$ cat src/design/dtdt_pkg.sv
// ----------------------------------------------------------------------------
// dtdt_pkg: shared types and constants for the dual timestamp delay tracker
// Item structs, status codes and gap fixup limits.
// ----------------------------------------------------------------------------
package dtdt_pkg;

  localparam int TS_W   = 32;
  localparam int GAP_W  = 16;
  localparam int SUM_W  = 64;
  localparam int DIFF_W = 35;

  typedef logic signed [DIFF_W-1:0] diff_t;

  localparam logic [1:0] ST_SAMPLE   = 2'd0;
  localparam logic [1:0] ST_SKIP     = 2'd1;
  localparam logic [1:0] ST_MISMATCH = 2'd2;
  localparam logic [1:0] ST_STOPPED  = 2'd3;

  localparam diff_t FIX_LO_LIM  = -35'sd2304;   // -0x900
  localparam diff_t FIX_HI_LIM  = -35'sd4352;   // -0x1100
  localparam diff_t FIX_STEP    = 35'sd4096;    // 0x1000
  localparam diff_t BROKEN_LIM  = 35'sd128;     // 0x80
  localparam int    FIX_BIT     = 12;

  typedef struct packed {
    logic [TS_W-1:0] tx_time_a;
    logic [TS_W-1:0] rx_time_a;
    logic [TS_W-1:0] tx_time_b;
    logic [TS_W-1:0] rx_time_b;
  } in_t;

  typedef struct packed {
    logic [1:0]       status;
    logic [TS_W-1:0]  delay_a;
    logic [TS_W-1:0]  delay_b;
    logic [TS_W-1:0]  delay_min;
    logic             tx_fixed;
    logic             tx_broken;
    logic             notif_flag;
    logic [TS_W-1:0]  samples_taken;
    logic [TS_W-1:0]  notifs_seen;
    logic [TS_W-1:0]  running_min;
    logic [TS_W-1:0]  running_max;
    logic [SUM_W-1:0] min_sum;
  } out_t;

endpackage

$ cat src/design/dual_timestamp_delay_tracker.sv
// ----------------------------------------------------------------------------
// dual_timestamp_delay_tracker: per-sample delay and running statistics
// Two-device transmit/receive stamp pairs in, one result item out per item.
// ----------------------------------------------------------------------------
// Each input item passes through an input register and one stage of logic into
// the result register, so the block takes one item per cycle when the output
// is not stalled; a stalled output holds the item in the input register.
// The rate is set by the update of the previous-sample and statistics
// registers, which items read and write. Mismatched nonzero transmit
// stamps put the block in a stopped state that only reset clears. ifg_gap
// is to be written through cfg only while idle; the block does not enforce it.
module dual_timestamp_delay_tracker (
  input  logic                 clk,
  input  logic                 rst,
  input  logic                 in_valid,
  output logic                 in_ready,
  input  dtdt_pkg::in_t        in_data,
  output logic                 out_valid,
  input  logic                 out_ready,
  output dtdt_pkg::out_t       out_data,
  input  logic                 cfg_valid,
  output logic                 cfg_ready,
  input  logic [15:0]          cfg_data
);
  import dtdt_pkg::*;

  logic              in_full;
  in_t               in_reg;
  logic              advance;

  logic [GAP_W-1:0]  ifg_gap;
  logic [TS_W-1:0]   prev_tx, prev_tx_next;
  logic [TS_W-1:0]   prev_rx_a, prev_rx_a_next;
  logic [TS_W-1:0]   prev_rx_b, prev_rx_b_next;
  logic              first_pending, first_pending_next;
  logic              halted, halted_next;
  logic [TS_W-1:0]   sample_total, sample_total_next;
  logic [TS_W-1:0]   notif_total, notif_total_next;
  logic [TS_W-1:0]   min_seen, min_seen_next;
  logic [TS_W-1:0]   max_seen, max_seen_next;
  logic [SUM_W-1:0]  min_sum_acc, min_sum_acc_next;

  logic              notif, mismatch, skip, gap_on, fix, broken;
  logic [TS_W-1:0]   tx, tx_f, d_a, d_b, mn, mx;
  logic [TS_W:0]     tx_u;
  diff_t             diff, diff_alt, diff_used;
  out_t              res;

  assign cfg_ready = 1'b1;
  assign advance   = in_full && (!out_valid || out_ready);
  assign in_ready  = !in_full || advance;

  always_comb begin
    notif    = (in_reg.tx_time_a == '0) || (in_reg.tx_time_b == '0);
    mismatch = !notif && (in_reg.tx_time_a != in_reg.tx_time_b);
    tx       = (in_reg.tx_time_a != '0) ? in_reg.tx_time_a : in_reg.tx_time_b;
    skip     = (tx == '0);
    tx_u     = {prev_tx[TS_W-1] & ~tx[TS_W-1], tx};
    diff     = diff_t'({3'b000, prev_tx}) + diff_t'({19'd0, ifg_gap})
             - diff_t'({2'b00, tx_u});
    diff_alt = tx[FIX_BIT] ? (diff + FIX_STEP) : (diff - FIX_STEP);
    gap_on   = (ifg_gap != '0) && !first_pending;
    fix      = gap_on && (diff < FIX_LO_LIM) && (diff > FIX_HI_LIM);
    diff_used = fix ? diff_alt : diff;
    broken   = gap_on && ((diff_used < -BROKEN_LIM) || (diff_used > BROKEN_LIM));
    tx_f     = tx ^ (TS_W'(fix) << FIX_BIT);
    d_a      = in_reg.rx_time_a - tx_f;
    d_b      = in_reg.rx_time_b - tx_f;
    mn       = (d_a < d_b) ? d_a : d_b;
    mx       = (d_a < d_b) ? d_b : d_a;

    prev_tx_next       = prev_tx;
    prev_rx_a_next     = prev_rx_a;
    prev_rx_b_next     = prev_rx_b;
    first_pending_next = first_pending;
    halted_next        = halted;
    sample_total_next  = sample_total;
    notif_total_next   = notif_total;
    min_seen_next      = min_seen;
    max_seen_next      = max_seen;
    min_sum_acc_next   = min_sum_acc;

    res            = '0;
    res.status     = ST_SAMPLE;

    if (halted) begin
      res.status = ST_STOPPED;
    end else if (mismatch) begin
      res.status = ST_MISMATCH;
      if (advance) halted_next = 1'b1;
    end else begin
      res.notif_flag = notif;
      if (advance && notif) notif_total_next = notif_total + 1'b1;
      if (skip) begin
        res.status = ST_SKIP;
      end else begin
        res.delay_a   = d_a;
        res.delay_b   = d_b;
        res.delay_min = mn;
        res.tx_fixed  = fix;
        res.tx_broken = broken;
        if (advance) begin
          sample_total_next  = sample_total + 1'b1;
          min_sum_acc_next   = min_sum_acc + {{(SUM_W-TS_W){1'b0}}, mn};
          if (mn < min_seen) min_seen_next = mn;
          if (mx > max_seen) max_seen_next = mx;
          prev_tx_next       = tx_f;
          prev_rx_a_next     = in_reg.rx_time_a;
          prev_rx_b_next     = in_reg.rx_time_b;
          first_pending_next = 1'b0;
        end
      end
    end

    res.samples_taken = sample_total_next;
    res.notifs_seen   = notif_total_next;
    res.running_min   = min_seen_next;
    res.running_max   = max_seen_next;
    res.min_sum       = min_sum_acc_next;
  end

  always_ff @(posedge clk) begin
    if (rst) begin
      in_full       <= 1'b0;
      out_valid     <= 1'b0;
      ifg_gap       <= '0;
      prev_tx       <= '0;
      prev_rx_a     <= '0;
      prev_rx_b     <= '0;
      first_pending <= 1'b1;
      halted        <= 1'b0;
      sample_total  <= '0;
      notif_total   <= '0;
      min_seen      <= '1;
      max_seen      <= '0;
      min_sum_acc   <= '0;
    end else begin
      if (cfg_valid && cfg_ready) ifg_gap <= cfg_data;
      if (in_ready) in_full <= in_valid;
      if (advance) begin
        out_valid <= 1'b1;
      end else if (out_ready) begin
        out_valid <= 1'b0;
      end
      prev_tx       <= prev_tx_next;
      prev_rx_a     <= prev_rx_a_next;
      prev_rx_b     <= prev_rx_b_next;
      first_pending <= first_pending_next;
      halted        <= halted_next;
      sample_total  <= sample_total_next;
      notif_total   <= notif_total_next;
      min_seen      <= min_seen_next;
      max_seen      <= max_seen_next;
      min_sum_acc   <= min_sum_acc_next;
    end
  end

  always_ff @(posedge clk) begin
    if (in_valid && in_ready) in_reg <= in_data;
    if (advance) out_data <= res;
  end

  a_halt_sticky: assert property (@(posedge clk) disable iff (rst)
    halted |=> halted)
    else $error("stopped state left without reset");

  a_no_count_idle: assert property (@(posedge clk) disable iff (rst)
    !advance |=> $stable(sample_total) && $stable(notif_total) && $stable(min_sum_acc))
    else $error("statistics changed without an item");

  a_min_order: assert property (@(posedge clk) disable iff (rst)
    out_valid && out_data.status == ST_SAMPLE |->
      out_data.delay_min <= out_data.delay_a && out_data.delay_min <= out_data.delay_b
      && out_data.running_min <= out_data.delay_min)
    else $error("minimum delay inconsistent");

  a_stopped_quiet: assert property (@(posedge clk) disable iff (rst)
    out_valid && out_data.status == ST_STOPPED |->
      out_data.delay_a == '0 && out_data.tx_fixed == 1'b0 && out_data.notif_flag == 1'b0)
    else $error("stopped item carries sample fields");

endmodule
$ cat config.mk
export PLATFORM = sky130hd
export DESIGN_NAME = dual_timestamp_delay_tracker
export DESIGN_NICKNAME = d
export VERILOG_FILES = /design/src/design/dtdt_pkg.sv /design/src/design/dual_timestamp_delay_tracker.sv
export SDC_FILE = /design/constraint.sdc
export NUM_CORES = 1
export LEC_CHECK = 0
export ABC_AREA = 1
export ABC_CLOCK_PERIOD_IN_PS = 13800
export BUFFER_PORTS_ARGS = -buffer_cell sky130_fd_sc_hd__buf_2
export CORE_MARGIN = 2
export CORE_UTILIZATION = 45
export DETAILED_ROUTE_END_ITERATION = 10
export PLACE_DENSITY = 0.64
export SETUP_SLACK_MARGIN = 0.1
export SLEW_MARGIN = 15
export SYNTH_ARGS = -nofsm -noshare
export SYNTH_HDL_FRONTEND = slang
export SYNTH_SLANG_ARGS = --single-unit
$ cat constraint.sdc
create_clock -name clk -period 13.8 [get_ports clk]
set_input_delay 0.69 -clock clk [delete_from_list [all_inputs] [get_ports clk]]
set_output_delay 0.69 -clock clk [all_outputs]
set_load 0.01 [all_outputs]
After elaboration in Yosys (flattened, before gate mapping)
Index checks and enable logic that the tools add are counted.

Bitwise logic cells: 6. Muxes and demuxes: 33. Add/subtract/negate cells: 9. Equal/unequal tests: 1. Reduce and logical (&&, ||, !) cells: 25. Order comparisons: 7.

Operators by type and width (count): two-way mux 32 bit (20); two-way mux 64 bit (4); zero test 32 bit (3); two-way mux 35 bit (2); adder 32 x 1 -> 32 bit, second input constant (2); adder 64 x 32 -> 64 bit (1); < comparator 32 bit (2); subtractor 32 bit (2); adder 34 x 14 -> 35 bit, second input constant (1); greater-than comparator 35 x 9 -> 1 bit, second input constant (1); < comparator 35 x 8 -> 1 bit, second input constant (1); subtractor 34 x 14 -> 35 bit, second input constant (1); greater-than comparator 34 x 14 -> 1 bit, second input constant (1); < comparator 34 x 13 -> 1 bit, second input constant (1); subtractor 33 x 33 -> 34 bit (1); adder 32 x 16 -> 33 bit (1); greater-than comparator 32 bit (1); != test 32 bit (1); nonzero test 32 bit (1); bitwise XOR 32 x 13 -> 32 bit (1); nonzero test 16 bit (1); logical AND 1 bit (8); two-way mux 1 bit (7); zero test 1 bit (4); other kinds (7) (13).

Output and inout bits: 296. Bits of input ports: 149. Bits in registers: 665.

Depth between registers and ports, before layout
Gate-level depths: netlist (run 1).

Depth after elaboration: 18. Mapped depth: 86. Depth with buffers taken out: 84.

Worst setup path before layout (run 1)
OpenSTA, ideal clock, no wires.

Kind: register to register. Start point: register in_reg[97] (netlist name). End point: register out_data[60] (netlist name) (data pin). Stages on the path, launching flop included: 77. Period minus slack after synthesis: 11515 ps. Library setup time: 257 ps. Slack: 2285 ps. Required time: 13543 ps. Arrival time: 11257 ps. Path buffers: 3. Path through: edfxtp_1 > nor2_1 > nand2_1 > nor2_1 > nand2_1 > nor2_4 > buf_4 > mux2i_1 > fa_1 > ha_1 > nand2_1 > inv_1 > nand2_1 > nand2_1 > a21oi_1 > o21ai_2 > nand2_1 > nand2_1 > [... 41 more ...] > a21oi_1 > o21ai_0 > a21boi_1 > o21bai_1 > a21boi_1 > o21ai_1 > a21boi_1 > o21bai_1 > a21boi_1 > o21ai_1 > a21oi_1 > inv_1 > nand3_1 > nor2_1 > nand3_1 > nor3_1 > xnor2_1 > inv_1.

Longest elaborated chain between the ends: 17.

Ends and longest elaborated chain: start, declared (line dual_timestamp_delay_tracker.sv:28) `in_t in_reg;`; start signal, assigned (line dual_timestamp_delay_tracker.sv:159) `if (in_valid && in_ready) in_reg <= in_data;`; nonzero test 32 bit (line dual_timestamp_delay_tracker.sv:56) `tx = (in_reg.tx_time_a != '0) ? in_reg.tx_time_a : in_reg.tx_time_b;`; two-way mux 32 bit * (line dual_timestamp_delay_tracker.sv:56); inverter 1 bit (line dual_timestamp_delay_tracker.sv:58) `tx_u = {prev_tx[TS_W-1] & ~tx[TS_W-1], tx};`; bitwise AND 1 bit (line dual_timestamp_delay_tracker.sv:58); subtractor 33 x 33 -> 34 bit (line dual_timestamp_delay_tracker.sv:60) `- diff_t'({2'b00, tx_u});`; < comparator 34 x 13 -> 1 bit (line dual_timestamp_delay_tracker.sv:63) `fix = gap_on && (diff < FIX_LO_LIM) && (diff > FIX_HI_LIM);`; logical AND 1 bit (2 in a row) (line dual_timestamp_delay_tracker.sv:63); bitwise XOR 32 x 13 -> 32 bit * (line dual_timestamp_delay_tracker.sv:66) `tx_f = tx ^ (TS_W'(fix) << FIX_BIT);`; [... 1 more ...]; net d_a[30] (line dual_timestamp_delay_tracker.sv:44) `logic [TS_W-1:0] tx, tx_f, d_a, d_b, mn, mx;`; [... 1 more ...]; two-way mux 32 bit * (line dual_timestamp_delay_tracker.sv:69) `mn = (d_a < d_b) ? d_a : d_b;`; net mn[1] (line dual_timestamp_delay_tracker.sv:44); adder 64 x 32 -> 64 bit * (line dual_timestamp_delay_tracker.sv:104) `min_sum_acc_next = min_sum_acc + {{(SUM_W-TS_W){1'b0}}, mn};`; two-way mux 64 bit * (line dual_timestamp_delay_tracker.sv:102) `if (advance) begin`; two-way mux 64 bit * (line dual_timestamp_delay_tracker.sv:94) `if (skip) begin`; two-way mux 64 bit * (line dual_timestamp_delay_tracker.sv:88) `end else if (mismatch) begin`; two-way mux 64 bit * (line dual_timestamp_delay_tracker.sv:86) `if (halted) begin`; net min_sum_acc_next[60] (line dual_timestamp_delay_tracker.sv:41) `logic [SUM_W-1:0] min_sum_acc, min_sum_acc_next;`; end signal, assigned (line dual_timestamp_delay_tracker.sv:160) `if (advance) out_data <= res;`; end, declared (line dual_timestamp_delay_tracker.sv:20) `output dtdt_pkg::out_t out_data,`.

The timed path passes the listed nets; every way through them passes the cells marked *. A chain may end at the register's enable or synchronous reset.

Final worst setup path (run 1)
Same ends and word-level chain as after synthesis.

==> flow_summary.ini, run 1 <==
[setup_path]
r2r_end = out_data[60]$_DFFE_PP_
crit_fanout = 27
arrival_ns = 13.12
cp_top_family = compound AO/OA/AOI/OAI gates
r2r_cells = 68
end_kind = flip-flop
reg2reg_from = in_reg[97]$_DFFE_PP_
rrSetupSlack_ns = 1.05
cpPeakStageDelay_ns = 0.50
path_class = flip-flop to flip-flop
cp-startpoint = in_reg[97]$_DFFE_PP_
crit_slowest_cell = xnor2_1
crit_top_cell = nand2_1
path_buf_inv = 8
crit_path_start_kind = flip-flop
worstPathRequired_ns = 14.17

[grt]
grt_overflow = 0
grt_pass1_vias = 29300
gr-usage-all-layers_pct = 27.3
grt_first_pass_wirelength_um = 175000
grt_max_degree = 126
antenna_found_initial = 2

[finish]
antennaDiodeCount = 0
area_growth_pct = 17.3
nets = 5163
postLayoutCoreUtil_pct = 53.1
drive_gt1_share_pct = 16.6
largest_reg_flops = 293

[route]
drc_errors = 0
routed_wl_um = 118000
drtIter0Drc = 2545
antenna_left = 0
dr.pass1.iters = 7
avgRoutedWirePerCell_um = 20.1
vias = 31100
viasPerCell = 5.29

[synth]
syn_avg_cell_area_sq_um = 8.75
ys.flop_type = edfxtp_1
synth_top_area_share_pct = 34.3
synthTopCellsByArea = edfxtp_1 34%, dfxtp_1 13%, ha_1 8.7%
ys_seq_area_share_pct = 47.5
ys_async_sr_fraction_pct = 0
syn_nets = 4640
synth_top_cell_by_area = edfxtp_1
ys_seq_elements = 665
yosysUniqueCellTypes = 64
netlist_top_cells_count = 748 x nand2_1, 523 x inv_1, 468 x nor2_1
yosysMostFrequentCell = nand2_1
syn_inst = 4218
synth_warnings = 0
synth_edf_count = 421
synth_area_sq_um = 36900

[pwr]
internal_power_mw = 3.83
seq_power_share_pct = 38.5
clkPwrFrac_pct = 34.4
power_density_nw_per_um2 = 132
ir_drop_uv = 91.9
switching_share_pct = 33.2
leakage_nw = 19.3
combinationalPowerShare_pct = 27.1
p_sw_mw = 1.90

[sta]
final.setup.tns_ns = 0
finalSetupViolCount = 0
finalHoldViolations = 0
fin_crit_ns = 12.75
skew_ns = 0.0287
fmax_mhz = 78.4
maxSlewViolCount = 0
finalCritPeriodShare_pct = 92.4
rsz0062_at_grt = true
max-slew-margin-rel_pct = 27.2
worst_pin_slew_ns = 1.09

[placement]
io_buffers = 443
globalplace.congestion = 0.981
dp_hpwl_um = 93200

[cts]
numCtsBuffers = 72
htreeDepth = 3
cts_tree = yes
hold_buffers = 0
clockRootBuffer = clkbuf_16
clk_pin_slew_ns = 0.06
clock_sinks = 665
clk_latency_ns = 0.62
clk_path_buf_depth = 3

[run]
max_cap_viol_count = 0

[hold_path]
worstHoldEndpoint = in_reg[37]$_DFFE_PP_
hold_start = in_data[37]
min_path_type = primary input to flip-flop
min_path_cells = 1

[status]
status = complete, no violations

[die]
std_cell_rows = 105
fp.coreArea_sq_um = 81600
start_util_pct = 45.2
dieWidth_um = 290
fp.dieH_um = 290
die-area_sq_um = 84300
num_io_pins = 445
==> power groups by stage <==
stage	clock network, mW	registers [mW]	logic [mW]
global placement	0	2.25	1.51
CTS	2.01	2.21	1.52
global route	2.09	2.21	1.71
floorplan	0	2.26	0.926
finish	1.97	2.21	1.55
detailed placement	0	2.25	1.52
==> cells by family (layout without fill, tap and decap cells) <==
kind of cell | count (synthesis) | count (layout) | share of synthesized area, %
other | 1 | 1 | 0.0102
buffers and inverters | 628 | 1209 | 6.60
adders and majority gates | 273 | 273 | 9.60
AOI/OAI and AO/OA | 694 | 694 | 10.5
DFF | 665 | 665 | 47.5
xor gates and xnor gates | 216 | 216 | 5.13
muxes | 3 | 3 | 0.0814
and+or+nand+nor | 1738 | 1738 | 20.6
==> layout make-up <==
class | count | area, sq um
Sequential cell | 665 | 17500
Tap cell | 1070 | 1340
Timing Repair Buffer | 543 | 2980
Inverter | 534 | 2010
Multi-Input combinational cell | 2925 | 17000
Clock buffer | 91 | 1980
Fill cell | 7651 | 38300
Clock inverter | 41 | 433
==> worst max-delay path by stage <==
stage	slack [ns]	depth (start not counted)	to
3_5_place_dp	0.34	76	out_data[60]$_DFFE_PP_
4_1_cts	0.30	76	out_data[60]$_DFFE_PP_
5_1_grt	0.09	77	out_data[60]$_DFFE_PP_
6_report	1.05	68	out_data[60]$_DFFE_PP_
2_1_floorplan	2.29	76	out_data[60]$_DFFE_PP_
3_3_place_gp	0.53	75	out_data[60]$_DFFE_PP_
==> cell usage in the layout (no fill, tap or decap), types with 37 or more instances in the layout <==
| cell | netlist | layout |
|---|---|---|
| nand2_1 | 748 | 747 |
| inv_1 | 523 | 519 |
| nor2_1 | 468 | 467 |
| buf_2 | 9 | 442 |
| edfxtp_1 | 421 | 421 |
| a21oi_1 | 303 | 301 |
| ha_1 | 256 | 256 |
| dfxtp_1 | 244 | 244 |
| o21ai_0 | 250 | 242 |
| nand3_1 | 183 | 183 |
| xor2_1 | 125 | 124 |
| buf_4 | 6 | 100 |
| xnor2_1 | 91 | 90 |
| nor3_1 | 85 | 84 |
| clkbuf_16 | 0 | 73 |
| nand4_1 | 64 | 64 |
| nand2_2 | 46 | 46 |
| nor4_1 | 46 | 46 |
| or2_2 | 37 | 37 |
==> stage by stage <==
| step | instance area, sq um | total power, mW | setup WS [ns] | cells | hold slack [ns] |
|---|---|---|---|---|---|
| after CTS | 43200 | 5.74 | 0.298 | 5867 | 0.212 |
| after detailed placement | 40800 | 3.76 | 0.335 | 5735 | 0.443 |
| final | 43300 | 5.73 | 1.05 | 5869 | 0.240 |
| after global placement | 40800 | 3.76 | 0.531 | 5735 | 0.439 |
| after global routing | 43300 | 6.00 | 0.0922 | 5869 | 0.223 |
| after floorplan | 36900 | 3.19 | 2.29 | 4218 | 0.419 |
==> per-layer routing <==
layer / up-vias / part of all wire, % / GRT usage, % / wire length [um]
li1: 15200 / - / - / -
met1: 14500 / 44 / 37.0 / 51400
met2: 1090 / 45 / 43.7 / 53400
met3: 192 / 7.0 / 4.42 / 8190
met4: 0 / 4.0 / 10.7 / 4730
met5: - / 0 / 0 / 0
==> timing repair <==
action | 4_1_cts | 5_1_grt
setup buffers | 0 | 2
endpoints found under the setup margin | 0 | 147
gates resized for setup | 0 | 24
Note: power is estimated with default switching activity, not from simulation.
==> inputs of run 2 (changes only) <==
- ABC_AREA: 1 -> unset
- CTS_CLUSTER_SIZE: unset -> 40
==> flow_summary.ini, run 2 <==
[status]
status = complete, no violations

[synth]
ys_async_sr_fraction_pct = 0
synth_edf_count = 421
yosysUniqueCellTypes = 80
synth_top_area_share_pct = 35.4
netlist_top_cells_count = 421 x edfxtp_1, 325 x nor2_1, 256 x ha_1
synth_area_sq_um = 35700
yosysMostFrequentCell = edfxtp_1
syn_inst = 3405
ys_seq_area_share_pct = 49.1
syn_nets = 3827
synth_warnings = 0
ys_seq_elements = 665
syn_avg_cell_area_sq_um = 10.5
synth_top_cell_by_area = edfxtp_1
synthTopCellsByArea = edfxtp_1 35%, dfxtp_1 14%, ha_1 9.0%
ys.flop_type = edfxtp_1

[cts]
clock_sinks = 665
cts_tree = yes
htreeDepth = 3
clockRootBuffer = clkbuf_16
clk_latency_ns = 0.65
clk_path_buf_depth = 3
clk_pin_slew_ns = 0.07
hold_buffers = 0
numCtsBuffers = 74

[finish]
layout.cells.non_filler = 5066
antennaDiodeCount = 0
nets = 4378
area_growth_pct = 19.6
finalInstanceArea_sq_um = 42700
drive_gt1_share_pct = 20.5
largest_reg_flops = 293
mostFrequentLayoutCell = buf_2
layout_common_cells = 442 x buf_2, 421 x edfxtp_1, 324 x nor2_1

[placement]
globalplace.congestion = 0.996
placed_cell_area_sq_um = 39900
io_buffers = 443
dp_hpwl_um = 83800
dp_cells = 4923
pre_cts_slack_ns = -0.190

[grt]
antenna_found_initial = 4
grt_max_degree = 153
grt_overflow = 0
grt_pass1_vias = 26600
gr-usage-all-layers_pct = 25.8
grt_first_pass_wirelength_um = 161000

[run]
max_cap_viol_count = 0

[die]
std_cell_rows = 103
dieWidth_um = 286
start_util_pct = 45.3
fp.dieH_um = 286
fp.coreArea_sq_um = 78700
num_io_pins = 445
die-area_sq_um = 81600

[setup_path]
end_kind = flip-flop
path_class = flip-flop to flip-flop
crit_top_cell = buf_4
worstPathRequired_ns = 14.32
arrival_ns = 13.65
cpPeakStageDelay_ns = 0.53
crit_fanout = 34
crit_slowest_cell = fa_1
crit_path_start_kind = flip-flop

[sta]
worst_slack_ns = 0.666
fin_crit_ns = 13.13
worst_pin_slew_ns = 1.09
finalSetupViolCount = 0
fmax_mhz = 76.1
max-slew-margin-rel_pct = 27.1
final.setup.tns_ns = 0
maxSlewViolCount = 0
skew_ns = 0.0400
finalCritPeriodShare_pct = 95.2
rsz0062_at_grt = true
finalHoldViolations = 0

[pwr]
internal_power_mw = 3.89
combinationalPowerShare_pct = 25.7
power_density_nw_per_um2 = 134
clkPwrFrac_pct = 35.4
leakage_nw = 17.8
ir_drop_uv = 99.9
seq_power_share_pct = 38.9
p_sw_mw = 1.82
switching_share_pct = 31.9
power_mw = 5.71

[route]
dr.pass1.iters = 6
viasPerCell = 5.47
drc_errors = 0
vias = 27700
routed_wl_um = 108000
drtIter0Drc = 2266
antenna_left = 0
avgRoutedWirePerCell_um = 21.3

[hold_path]
min_path_type = primary input to flip-flop
run 2: path summary, 6_finish.rpt:
| kind | from | endpoint | slack (ns) | cells past startpoint |
|---|---|---|---|---|
| worst max register to register | in_reg[103]$_DFFE_PP_ | min_seen[31]$_SDFF_PP1_ | 0.67 | 49 |
| worst min register to register | first_pending$_SDFFE_PP1P_ | first_pending$_SDFFE_PP1P_ | 0.46 | 1 |
| worst max-delay path | in_reg[103]$_DFFE_PP_ | min_seen[31]$_SDFF_PP1_ | 0.67 | 49 |
| worst min-delay path | in_data[49] | in_reg[49]$_DFFE_PP_ | 0.22 | 1 |
run 2: power by group through the flow:
stage / Sequential, mW / Combinational (mW) / Clock (mW)
2_1_floorplan: 2.28 / 0.891 / 0
3_3_place_gp: 2.27 / 1.40 / 0
3_5_place_dp: 2.26 / 1.41 / 0
4_1_cts: 2.22 / 1.42 / 2.06
5_1_grt: 2.23 / 1.60 / 2.14
6_report: 2.22 / 1.47 / 2.02
run 2: per-stage QoR:
step | util, % | hold WS [ns]
final | 54.2 | 0.218
after global routing | 54.2 | 0.195
after CTS | 53.8 | 0.187
after detailed placement | 50.6 | 0.443
after global placement | 50.6 | 0.437
after floorplan | - | 0.427
run 2: layout make-up:
| type | instances | area [sq um] |
|---|---|---|
| inverter | 175 | 657 |
| multi-input combinational | 2461 | 17400 |
| fill | 6966 | 36100 |
| clock inverter | 49 | 542 |
| sequential | 665 | 17500 |
| tap | 1050 | 1310 |
| timing repair buffer | 579 | 3320 |
| clock buffer | 87 | 1950 |
run 2: kinds of logic after synthesis:
family | count (synthesis) | share of synthesized area (%)
flops | 665 | 49.1
mux | 94 | 3.02
buf+inv | 279 | 3.13
simple gates | 1171 | 16.5
xor+xnor | 258 | 6.33
compound gates | 662 | 11.9
fa+ha+maj | 275 | 9.99
other cells | 1 | 0.0105
run 2: timing repair:
action,CTS,global route
pin swaps,0,9
endpoints found under the setup margin,44,219
gates resized for setup,8,65
setup buffers,0,7
run 2: worst max-delay path: cells and delay by family, from the launching register on:
kind	cells	cell delay, ns
simple gates	15	3.28
fa+ha+maj	7	2.50
mux	1	0.42
compound gates	18	4.29
buf+inv	6	1.51
flops	1	0.46
xor+xnor	2	0.51
run 2: routing by layer:
metal  vias to the layer above  track usage [%]  wire length [um]  share of wire [%]
li1                      13400                -                 -                  -
met1                     13300             36.3             48700                 45
met2                       941             41.2             49100                 45
met3                       142             3.84              6930                6.4
met4                         0             8.00              3300                3.1
met5                         -                0                 0                  0
